`config.mk`:
```
export PLATFORM = sky130hd
export DESIGN_NAME = aec_ctrl
export DESIGN_NICKNAME = d
export VERILOG_FILES = /design/src/design/aec_pkg.sv /design/src/design/aec_ctrl.sv
export SDC_FILE = /design/constraint.sdc
export NUM_CORES = 1
export LEC_CHECK = 0
export BUFFER_PORTS_ARGS = -buffer_cell sky130_fd_sc_hd__buf_2
export CAP_MARGIN = 20
export CORE_MARGIN = 2
export CORE_UTILIZATION = 30
export CTS_BUF_LIST = sky130_fd_sc_hd__clkbuf_2
export CTS_CLUSTER_SIZE = 40
export DETAILED_ROUTE_END_ITERATION = 8
export PLACE_DENSITY = 0.49
export SLEW_MARGIN = 20
export SYNTH_ARGS = -nofsm -noshare
export SYNTH_HDL_FRONTEND = slang
export SYNTH_SLANG_ARGS = --single-unit
```
`constraint.sdc`:
```
create_clock -name i_clk -period 1.45 [get_ports i_clk]
set_clock_uncertainty 0.2 [all_clocks]
set_input_delay 0.145 -clock i_clk [delete_from_list [all_inputs] [get_ports i_clk]]
set_output_delay 0.145 -clock i_clk [all_outputs]
set_load 0.03 [all_outputs]
```
`src/design/aec_pkg.sv`:
```
// Shared types, register indexes and constants for the echo comb block.
package aec_pkg;

    typedef logic signed [15:0] t_sample;

    localparam int CFG_IDX_W = 2;
    localparam int CFG_DATA_W = 16;

    localparam logic [CFG_IDX_W-1:0] CFG_ECHO_MODE     = 2'd0;
    localparam logic [CFG_IDX_W-1:0] CFG_DELAY_SAMPLES = 2'd1;
    localparam logic [CFG_IDX_W-1:0] CFG_ECHO_GAIN     = 2'd2;

    localparam logic        ECHO_MODE_RST     = 1'b0;
    localparam logic [15:0] DELAY_SAMPLES_RST = 16'd44100;
    localparam logic [15:0] ECHO_GAIN_RST     = 16'd26214;

    localparam int DELAY_DEPTH_DEF = 65536;

    // Unity weight of the input sample in Q1.15
    localparam logic [16:0] GAIN_ONE = 17'd32768;

    // Quotient bits produced by the divider, one per step
    localparam int DIV_STEPS = 16;

    typedef struct packed {
        logic load_in;
        logic mem_rd;
        logic mac;
        logic abs_init;
        logic div_step;
        logic fix;
        logic mem_wr;
        logic out_load;
    } t_cmd;

    typedef struct packed {
        logic echo;
        logic out_free;
    } t_stat;

endpackage

```
`src/design/aec_ctrl.sv`:
```
// Sequencer per sample: read, echo multiply-add/divide, write back, output.
module aec_ctrl import aec_pkg::*; (
    input  logic  i_clk,
    input  logic  i_rst_n,
    input  logic  i_in_valid,
    output logic  o_in_ready,
    input  t_stat i_stat,
    output t_cmd  o_cmd
);

    localparam logic [2:0] S_IDLE  = 3'd0;
    localparam logic [2:0] S_READ  = 3'd1;
    localparam logic [2:0] S_MAC   = 3'd2;
    localparam logic [2:0] S_ABS   = 3'd3;
    localparam logic [2:0] S_DIV   = 3'd4;
    localparam logic [2:0] S_FIX   = 3'd5;
    localparam logic [2:0] S_WRITE = 3'd6;

    localparam int CW = $clog2(DIV_STEPS);
    localparam logic [CW-1:0] CNT_LAST = CW'(DIV_STEPS - 1);

    logic [2:0]    r_state, n_state;
    logic [CW-1:0] r_cnt, n_cnt;

    assign o_in_ready = (r_state == S_IDLE);

    always_comb begin
        n_state = r_state;
        n_cnt   = r_cnt;
        o_cmd   = '0;
        case (r_state)
            S_IDLE: begin
                if (i_in_valid) begin
                    o_cmd.load_in = 1'b1;
                    n_state       = S_READ;
                end
            end
            S_READ: begin
                o_cmd.mem_rd = 1'b1;
                n_state      = i_stat.echo ? S_MAC : S_WRITE;
            end
            S_MAC: begin
                o_cmd.mac = 1'b1;
                n_state   = S_ABS;
            end
            S_ABS: begin
                o_cmd.abs_init = 1'b1;
                n_cnt          = '0;
                n_state        = S_DIV;
            end
            S_DIV: begin
                o_cmd.div_step = 1'b1;
                n_cnt          = r_cnt + 1'b1;
                if (r_cnt == CNT_LAST) begin
                    n_state = S_FIX;
                end
            end
            S_FIX: begin
                o_cmd.fix = 1'b1;
                n_state   = S_WRITE;
            end
            S_WRITE: begin
                if (i_stat.out_free) begin
                    o_cmd.mem_wr   = 1'b1;
                    o_cmd.out_load = 1'b1;
                    n_state        = S_IDLE;
                end
            end
            default: begin
                n_state = S_IDLE;
            end
        endcase
    end

    always_ff @(posedge i_clk) begin
        if (!i_rst_n) begin
            r_state <= S_IDLE;
            r_cnt   <= '0;
        end else begin
            r_state <= n_state;
            r_cnt   <= n_cnt;
        end
    end

`ifndef ASSERT_OFF
    a_accept_starts_read: assert property (@(posedge i_clk) disable iff (!i_rst_n)
        (i_in_valid && o_in_ready) |=> (r_state == S_READ))
        else $error("accepted transaction did not start a memory read");

    a_fix_after_div: assert property (@(posedge i_clk) disable iff (!i_rst_n)
        o_cmd.fix |-> $past(o_cmd.div_step))
        else $error("quotient fixed without a preceding divide step");

    a_div_full_run: assert property (@(posedge i_clk) disable iff (!i_rst_n)
        o_cmd.abs_init |=> (o_cmd.div_step && r_cnt == '0))
        else $error("divider did not start from step zero");
`endif

endmodule

```
# ---- After elaboration in Yosys (flattened, before gate mapping)
# Index checks and enable logic that the tools add are counted.
dict set report totals {
  regBits 7
  word_cells 31
}
dict set report classes {
  add_sub_neg 1
  n_eq_ne 10
  muxes 15
  reduce_logical 3
}
# op count
set op_table {}
lappend op_table {{case mux 3 bit (7 select lines)} 1}
lappend op_table {{2-to-1 mux 3 bit} 4}
lappend op_table {{equality test 3 bit, second input constant} 3}
lappend op_table {{case mux 4 bit (2 select lines)} 1}
lappend op_table {{2-to-1 mux 1 bit} 7}
lappend op_table {{equality test 3 x 2 -> 1 bit, second input constant} 2}
lappend op_table {{!= test 2 bit, second input constant} 3}
lappend op_table {{adder 4 x 1 -> 4 bit, second input constant} 1}
lappend op_table {{equality test 4 bit, second input constant} 1}
lappend op_table {{2-to-1 mux 2 bit} 2}
lappend op_table {{equality test 3 x 1 -> 1 bit, second input constant} 1}
lappend op_table {{logical NOT 3 bit} 1}
lappend op_table {{AND reduction 3 bit} 1}
lappend op_table {{nonzero test 2 bit} 1}

# ---- Logic depth before layout (Yosys ltp)
# Gate-level depths: netlist of the first run.
dict set report logic_depth {
  word_depth 3
  depth_mapped 4
  ltp_nobuf 4
}

# ---- Worst setup path after synthesis of the first run
# Ideal clock, no wire load.
dict set report synth_timing {
  path_kind {reg-to-output}
  startpoint {register r_state[0]}
  endpoint {output port o_cmd[7] in the netlist's numbering}
  t_arrival_ps 1576
  required_time_ps 1105
  slack_ps -471
  stages_incl_launch_ff 4
  n_path_buf 1
  path_cell_list {dfxtp_1 -> buf_2 -> nor3_1 -> and2_1}
}
# item line
set synth_rtl {}
lappend synth_rtl {{from (decl)} aec_ctrl.sv:22} ;# logic [2:0] r_state, n_state;
lappend synth_rtl {{from (signal assigned)} aec_ctrl.sv:80} ;# r_state <= n_state;
lappend synth_rtl {{to (decl)} aec_ctrl.sv:8} ;# output t_cmd o_cmd

==> impl_metrics.json, run 1 <==
{
  "status": "finished, violations left",
  "violations": "negative setup slack",
  "gp_congestion": 0.695,
  "cts_buffers": 3,
  "io_buffers": 13,
  "grt_use_total_pct": 15.3,
  "drc": 0,
  "wl_met3_um": 72,
  "vias": 451,
  "finalInstanceArea_sq_um": 683,
  "wire_per_inst_um": 11.7,
  "layout-drive-gt1-share_pct": 50.0,
  "crit_top_cell": "buf_6",
  "hold_viol": 0,
  "worstPathMaxFanout": 6,
  "cp.arrival_ns": 1.17,
  "max_stage_delay_ns": 0.35,
  "synth_area_per_cell_sq_um": 8.26,
  "n_antenna_cell": 0,
  "p_per_area_nw_per_um2": 859,
  "path_clk_slew_ns": 0.09,
  "relSlewSlack_pct": 86.8,
  "clockBufferDepth": 2,
  "dr.pass1.iters": 2,
  "crit_type": "flip-flop to output port",
  "critPathLaunchType": "flip-flop",
  "wl_met2_um": 525,
  "num_rows": 13,
  "grt_max_degree": 9,
  "irDropWorstVdd_mv": 0.548,
  "clock_latency_ns": 0.24,
  "seq_area_frac_synth_pct": 33.9,
  "area_growth_syn_to_layout_pct": 65.5,
  "globalRouteOverflowTotal": 0,
  "worst_slew_pin_slew_ns": 0.195,
  "setup_slack_ns": -0.0624,
  "top_layer_used": "met3",
  "fmax_mhz": 661,
  "totalWireLength_um": 1070,
  "cts.htree.levels": 1,
  "antenna_found_initial": 0,
  "p_leak_nw": 0.309,
  "slowest_stage": "dfxtp_2",
  "synth_top_area_share_pct": 33.9,
  "grt_setup_unrepaired": "true",
  "ant_nets": 0,
  "setup_viol": 7,
  "grt_pass1_vias": 369,
  "cts_tree": "yes",
  "vias_per_cell": 4.96,
  "cts_root_buf": "clkbuf_2",
  "core_area_sq_um": 1300,
  "fin_crit_ns": 1.51,
  "synth_area_leaders": "dfxtp_1 34%, a21oi_1 7.3%, nand2b_1 4.5%, nor2_1 4.5%, nor3b_4 4.5%",
  "clock_sink_count": 7,
  "fin_nets": 83,
  "die_w_um": 41.1,
  "syn_nets": 56,
  "finalPower_w": 0.000587,
  "dieArea_sq_um": 1690,
  "ys_types": 24,
  "synth_warnings": 0,
  "ys_ff_latch": 7,
  "post-dp-hpwl_um": 649,
  "start_util_pct": 31.7,
  "drv_slew": 0,
  "synth_area_sq_um": 413,
  "postSynthCellCount": 50,
  "drv_cap": 0,
  "final_common_cell": "buf_4",
  "grt_first_pass_wirelength_um": 1650,
  "met1_length_um": 467,
  "cp_data_required_time_ns": 1.11,
  "pre_cts_ws_ns": 0.0957,
  "die_y_um": 41.1,
  "boundaryPins": 14,
  "path_cells": "buf_6 -> nor3_4 -> and2_4 -> buf_6",
  "fin_crit_sh_pct": 104,
  "layout_common_cells": "10 x buf_4, 8 x buf_6, 6 x a21oi_1, 5 x buf_2",
  "drt_iter0_drc": 5,
  "placed_area_sq_um": 528,
  "synth_area_leader_cell": "dfxtp_1",
  "worst_setup_path_end_kind": "output port",
  "holdCritPathClass": "input pin to flip-flop"
}
## area by class of cell
cell class / instances / area [sq um]
inverters: 1 / 3.75
clock buffers: 4 / 20.0
fillers: 133 / 618
repair buffers: 26 / 218
well taps: 15 / 18.8
multi-input cells: 38 / 274
flip-flops and latches: 7 / 149
## registers in the layout, summed over array words and instances, names as in the netlist
signal   count
r_state      3
r_cnt        4
## synth_stat cells
cell	number
o21ai_0	2
nand2_1	2
nand2b_1	3
nor4bb_1	1
nand4_1	2
and4b_1	1
a21oi_1	6
dfxtp_1	7
buf_4	1
ha_1	1
o211ai_1	2
nor3b_4	1
buf_2	3
o22ai_1	1
nand3_1	1
inv_1	1
a211oi_1	2
nor3_1	1
and3b_1	1
nor2_1	5
nor2b_1	2
o21a_1	1
and2_1	2
mux2i_1	1
## logic make-up (layout without fill, tap and decap cells)
| family | count (synthesis) | count (layout) | synth area share [%] |
|---|---|---|---|
| buffers and inverters | 5 | 31 | 6.36 |
| adder cells (fa/ha/maj) | 1 | 1 | 3.03 |
| multiplexers | 1 | 1 | 2.42 |
| AND/OR/NAND/NOR | 22 | 22 | 33.9 |
| AO/OA/AOI/OAI | 14 | 14 | 20.3 |
| flip-flops | 7 | 7 | 33.9 |
## critical path: cells and delay by family (launching register included)
kind | cells | cell delay, ns
buffers and inverters | 2 | 0.25
AND/OR/NAND/NOR | 2 | 0.33
flip-flops | 1 | 0.35
## final timing paths
path	from	endpoint	slack (ns)	cells after the start
setup / recovery	r_state[2]	o_cmd[7]	-0.06	4
hold / removal	i_stat[1]	r_state[2]	0.02	4
setup reg to reg	r_state[1]	r_cnt[3]	0.06	5
hold reg to reg	r_cnt[3]	r_cnt[3]	0.31	2
## where the power goes
part	switching (W)	leakage (nW)	internal [W]
sequential	0.0000183	0.0588	0.000204
combinational	0.000105	0.234	0.000107
clock	0.0000786	0.0166	0.0000733
## metal layers
| metal | track usage (%) | vias up |
|---|---|---|
| met5 | 0 | - |
| met4 | 2.42 | 0 |
| met3 | 9.78 | 0 |
| met2 | 23.0 | 9 |
| met1 | 18.4 | 209 |
| li1 | - | 233 |
## stage by stage
stage               TNS, ns  hold slack, ns  utilization (%)  instances
finish               -0.167          0.0209             52.5         91
global route         -0.798          0.0171             52.5         91
CTS                  -0.228          0.0205             50.1         89
detailed placement        0           0.238             40.6         79
global placement          0           0.239             40.6         79
floorplan           -0.0427          0.0514                -         50
## timing repair
action,in CTS,in global routing
buffers inserted,4,2
resized for setup,19,5
hold buffers,2,0
endpoints found under the hold margin,2,0
endpoints found under the setup margin,9,8
pin swaps,5,0
Power figures use the tool's default switching activity.
==> run 2, diff against run 1 <==
- CORE_MARGIN: 2 -> 8
==> run 2 against run 1 <==
  * The flow still finishes with violations (negative setup slack)
  * Sequential power barely moved
  * Clock power barely moved
  * Combinational power barely moved
  * Critical path depth did not move
  * Die area rose by 67%
  * Setup slack got worse by 0.021 ns
  * Global-route usage fell by 6.2 points
  * Wire length rose by 6.9%
  * Critical endpoint unchanged
  * Highest routed layer unchanged
==> impl_metrics.json, run 2 (synthesis gave the netlist of run 1 again) <==
{
  "status": "finished, violations left",
  "violations": "negative setup slack",
  "fin_crit_ns": 1.53,
  "vias": 433,
  "critPathLaunchType": "flip-flop",
  "fin_nets": 81,
  "p_per_area_nw_per_um2": 893,
  "setup_viol": 7,
  "cts.htree.levels": 1,
  "layout_common_cells": "11 x buf_4, 6 x a21oi_1, 5 x nor2_1, 5 x buf_6",
  "setup_slack_ns": -0.0836,
  "grt_first_pass_wirelength_um": 1840,
  "gp_congestion": 0.696,
  "globalRouteOverflowTotal": 0,
  "slowest_stage": "dfxtp_4",
  "boundaryPins": 14,
  "start_util_pct": 31.7,
  "rrSetupSlack_ns": 0,
  "largest_register": "r_cnt",
  "path_cells": "buf_6 -> nor3_4 -> and2_4 -> buf_6",
  "p_leak_nw": 0.300,
  "num_rows": 13,
  "layout-drive-gt1-share_pct": 47.3,
  "reg2reg_depth": 5,
  "crit_start": "r_state[0]",
  "grt_max_degree": 9,
  "dieArea_sq_um": 2820,
  "cp_data_required_time_ns": 1.11,
  "clock_sink_count": 7,
  "rr_startpoint": "r_state[1]",
  "worstPathMaxFanout": 7,
  "totalWireLength_um": 1140,
  "hold_viol": 0,
  "relSlewSlack_pct": 86.8,
  "fmax_mhz": 652,
  "die_y_um": 53.1,
  "die_w_um": 53.1,
  "drv_slew": 0,
  "cts_buffers": 3,
  "finalInstanceArea_sq_um": 654,
  "cts_root_buf": "clkbuf_2",
  "worst_slew_pin_slew_ns": 0.195,
  "cts_tree": "yes",
  "holdCritPathClass": "input pin to flip-flop",
  "clock_latency_ns": 0.24,
  "cp.arrival_ns": 1.19,
  "clockBufferDepth": 2,
  "core_area_sq_um": 1300,
  "crit_top_cell": "buf_6",
  "n_antenna_cell": 0,
  "area_growth_syn_to_layout_pct": 58.5,
  "antenna_found_initial": 0,
  "hold_slack_ns": 0.0281,
  "grt_pass1_vias": 419,
  "post-dp-hpwl_um": 770,
  "largest_reg_flops": 4,
  "placed_area_sq_um": 520,
  "ant_nets": 0,
  "irDropWorstVdd_mv": 0.508,
  "r2r_end": "r_cnt[3]",
  "drc": 0,
  "fin_crit_sh_pct": 106,
  "drv_cap": 0,
  "worst_setup_path_end_kind": "output port",
  "wire_per_inst_um": 12.8,
  "crit_type": "flip-flop to output port",
  "vias_per_cell": 4.87,
  "grt_use_total_pct": 9.02,
  "io_buffers": 13,
  "critPathCapture": "o_cmd[7]",
  "final_common_cell": "buf_4",
  "dr.pass1.iters": 4,
  "drt_iter0_drc": 9,
  "max_stage_delay_ns": 0.38,
  "grt_setup_unrepaired": "true",
  "path_clk_slew_ns": 0.08,
  "top_regs": "r_cnt (4), r_state (3)"
}
[run 2: cell types whose count changed in the layout (fill, tap and decap cells not counted), sizes merged]
cell,previous run,this run
buf,23,20
clkbuf,5,6
[run 2: metal layers]
metal / vias to the layer above / wire length [um] / part of all wire, % / global-route usage [%]
met5: - / 0 / 0 / 0
met4: 0 / 0 / 0 / 3.78
met3: 0 / 93 / 8.2 / 6.44
met2: 11 / 567 / 50 / 13.5
met1: 191 / 477 / 42 / 9.52
li1: 231 / - / - / -
[run 2: how the worst min path moves through the flow]
stage	cells past startpoint	slack, ns	from	endpoint
after CTS	4	0.02	i_stat[1]	r_state[2]
after global routing	4	0.03	i_stat[1]	r_state[2]
after global placement	3	0.24	i_rst_n	r_state[2]
after floorplan	2	0.05	i_rst_n	r_state[2]
final	4	0.03	i_stat[1]	r_state[2]
after detailed placement	3	0.24	i_rst_n	r_state[2]
[run 2: timing repair]
item / 4_1_cts / 5_1_grt
pin swaps: 2 / 0
hold endpoints to repair: 2 / 0
buffers inserted: 2 / 3
setup endpoints to repair: 9 / 8
hold buffers: 2 / 0
resized for setup: 15 / 8
[run 2: area by class of cell]
class,count,area (sq um)
fill,130,647
multi-input combinational,38,267
timing repair buffer,24,194
sequential,7,151
clock buffer,4,20.0
tap,15,18.8
inverter,1,3.75
[run 2: critical path, delay by kind of cell, from the launching register on]
| kind | cells | cell delay, ns |
|---|---|---|
| DFF | 1 | 0.38 |
| and+or+nand+nor | 2 | 0.32 |
| buffers and inverters | 2 | 0.25 |
[run 2: through the flow]
| stage | cells | power, W | util (%) | worst slack, ns | setup TNS (ns) |
|---|---|---|---|---|---|
| after global placement | 78 | 0.000382 | 40.0 | 0.0861 | 0 |
| after global routing | 89 | 0.000625 | 50.3 | -0.155 | -1.09 |
| final | 89 | 0.000584 | 50.3 | -0.0836 | -0.400 |
| after floorplan | 50 | 0.000339 | - | -0.0329 | -0.0427 |
| after detailed placement | 78 | 0.000382 | 40.0 | 0.0782 | 0 |
| after CTS | 86 | 0.000568 | 47.3 | -0.109 | -0.311 |
[run 2: report_power, final]
group	total [W]	switching, W	internal [W]
sequential	0.000222	0.0000185	0.000204
clock	0.000152	0.0000788	0.0000733
combinational	0.000210	0.000102	0.000107
total	0.000584	0.000200	0.000385
==> run 3, diff against run 2 <==
- ABC_AREA: default -> 1
==> run 3 against run 2 <==
  * The run now ends clean
  * Register-to-register slack improved by 0.18 ns
  * Synthesized cell count grew 26%
  * Total power is 22% higher
  * Fmax grew 7.7%
  * Utilization is 5.0 points lower
  * Clock power is essentially flat
  * Die area down 1.5%
  * Setup slack better by 0.11 ns
  * Worst hold slack worse by 0.0064 ns
==> impl_metrics.json, run 3 <==
{
  "worst_slew_pin_slew_ns": 0.176,
  "ys_ff_latch": 7,
  "synth_area_leaders": "dfxtp_1 35%, nand2_1 14%, inv_1 10%, nand3_1 7.4%, a21oi_1 6.2%",
  "gp_congestion": 0.747,
  "synth_top_area_share_pct": 34.7,
  "die_y_um": 52.7,
  "ys_types": 16,
  "fin_crit_sh_pct": 98.2,
  "p_per_area_nw_per_um2": 1220,
  "synth.most_common_cell": "nand2_1",
  "drv_cap": 0,
  "min_path_cells": 4,
  "synth_ff_type": "dfxtp_1",
  "ant_nets": 0,
  "nFillCells": 141,
  "reg2reg_depth": 6,
  "yosys-mux-area-fraction_pct": 0,
  "p_leak_nw": 0.292,
  "synth_area_per_cell_sq_um": 6.41,
  "synth_enable_flop_cells": 0,
  "grt_pass1_vias": 420,
  "layout-drive-gt1-share_pct": 35.8,
  "totalWireLength_um": 1070,
  "cts_tree": "yes",
  "seq_area_frac_synth_pct": 34.7,
  "synthAdderAreaFrac_pct": 3.10,
  "post-dp-hpwl_um": 780,
  "die_w_um": 52.7,
  "synth_xor_area_share_pct": 0,
  "setup_viol": 0,
  "holdCritPathClass": "input pin to flip-flop",
  "antenna_found_initial": 0,
  "largest_reg_flops": 4,
  "layout_common_cells": "14 x nand2_1, 9 x inv_1, 7 x buf_4, 6 x nand3_1",
  "crit_start": "r_state[0]",
  "globalRouteOverflowTotal": 0,
  "status": "finished, final reports clean",
  "grt_use_total_pct": 8.45,
  "grt_first_pass_wirelength_um": 1700,
  "boundaryPins": 14,
  "finalPower_w": 0.000710,
  "rrSetupSlack_ns": 0.18,
  "vias_per_cell": 4.66,
  "critPathCapture": "o_cmd[7]",
  "top_regs": "r_cnt (4), r_state (3)",
  "syn_nets": 69,
  "fin_crit_ns": 1.42,
  "worst_setup_path_end_kind": "output port",
  "io_buffers": 13,
  "cts_root_buf": "clkbuf_2",
  "synth_common_cells": "15 x nand2_1, 11 x inv_1, 7 x dfxtp_1",
  "utilization_pct": 45.3,
  "start_util_pct": 31.5,
  "layout.cells.non_filler": 96,
  "synthArstFlopShare_pct": 0,
  "synth_top_family_by_area": "simple AND/OR/NAND/NOR gates",
  "relSlewSlack_pct": 88.1,
  "synth-simple-area-share_pct": 37.5,
  "dieArea_sq_um": 2780,
  "drc": 0,
  "area_growth_syn_to_layout_pct": 44.0,
  "clock_latency_ns": 0.24,
  "drv_slew": 0,
  "vias": 447,
  "drt_iter0_drc": 4,
  "max_stage_delay_ns": 0.39,
  "grt_setup_unrepaired": "true",
  "cp_data_required_time_ns": 1.11,
  "synth_area_leader_cell": "dfxtp_1",
  "path_clk_slew_ns": 0.08,
  "fmax_mhz": 702,
  "largest_register": "r_cnt",
  "rr_startpoint": "r_cnt[0]",
  "path_cells": "nor2_4 -> nand2_1 -> nor2_1 -> buf_4",
  "slowest_stage": "dfxtp_4",
  "num_rows": 13,
  "dr.pass1.iters": 4,
  "fin_nets": 88,
  "synth_warnings": 0,
  "core_area_sq_um": 1280,
  "r2r_end": "r_state[2]",
  "grt_max_degree": 9,
  "clockBufferDepth": 2,
  "clock_sink_count": 7,
  "final_common_cell": "nand2_1",
  "critPathLaunchType": "flip-flop",
  "cp.arrival_ns": 1.08,
  "postSynthCellCount": 63,
  "placed_cells": 90,
  "synth_area_sq_um": 404,
  "worstPathMaxFanout": 8,
  "synth_compound_area_share_pct": 10.2,
  "n_antenna_cell": 0,
  "cts.htree.levels": 1,
  "wire_per_inst_um": 11.2,
  "irDropWorstVdd_mv": 0.607,
  "hold_viol": 0,
  "crit_type": "flip-flop to output port",
  "cts_buffers": 3
}
[run 3: changes by cell type in the layout (fill, tap and decap cells not counted), sizes merged, moves of 2 or more]
cell    before  now
a211oi       2    0
and2         2    0
buf         20   14
inv          1   11
nand2        2   15
nand2b       3    0
nand3        1    6
nor2b        2    0
nor3         1    3
o211ai       2    0
[run 3: layer usage]
| metal | GRT usage, % | vias to the layer above | wire length [um] |
|---|---|---|---|
| li1 | - | 240 | - |
| met1 | 8.95 | 188 | 472 |
| met2 | 12.1 | 14 | 509 |
| met3 | 3.13 | 5 | 48 |
| met4 | 9.05 | 0 | 42 |
| met5 | 0 | - | 0 |
[run 3: worst min-delay path by stage]
| stage | startpoint | end |
|---|---|---|
| after floorplan | i_rst_n | r_state[2] |
| after global placement | i_rst_n | r_state[2] |
| after detailed placement | i_rst_n | r_state[2] |
| after CTS | i_stat[0] | r_state[1] |
| after global routing | i_stat[0] | r_state[1] |
| final | i_stat[0] | r_state[1] |
[run 3: area by class of cell]
type                       count  area [sq um]  area share (%)
tap                           15          18.8            3.23
multi-input combinational     42           224            38.5
inverter                      12          46.3            7.96
clock buffer                   4          20.0            3.44
sequential                     7           149            25.6
timing repair buffer          16           124            21.3
[run 3: critical path: cells and delay by family (launching register included)]
family	cells	cell delay, ns
simple gates	3	0.29
flops	1	0.39
buf+inv	1	0.16
[run 3: timing repair]
item                                    in CTS  in global routing
buffers inserted                             0                  1
hold buffers                                 1                  0
endpoints found under the setup margin       9                  9
pin swaps                                    1                  1
hold endpoints to repair                     3                  0
gates resized for setup                     10                 14
[run 3: report_power, final]
part	internal, W	leakage (nW)	switching, W
combinational	0.000124	0.216	0.000177
clock	0.0000733	0.0166	0.0000767
sequential	0.000218	0.0587	0.0000417
total	0.000415	0.292	0.000295
[run 3: logic make-up (layout without fill, tap and decap cells)]
| logic type | count (synthesis) | after routing |
|---|---|---|
| flops | 7 | 7 |
| buf+inv | 14 | 32 |
| simple gates | 33 | 33 |
| compound gates | 8 | 8 |
| fa+ha+maj | 1 | 1 |
[run 3: metrics by stage]
step / instance area [sq um] / hold slack, ns / setup slack [ns] / setup TNS, ns
final: 582 / 0.0217 / 0.0256 / 0
after global routing: 582 / 0.0306 / -0.0575 / -0.191
after floorplan: 414 / 0.0663 / -0.106 / -0.106
after global placement: 493 / 0.227 / 0.116 / 0
after CTS: 546 / 0.0174 / -0.00286 / -0.00286
after detailed placement: 493 / 0.223 / 0.124 / 0
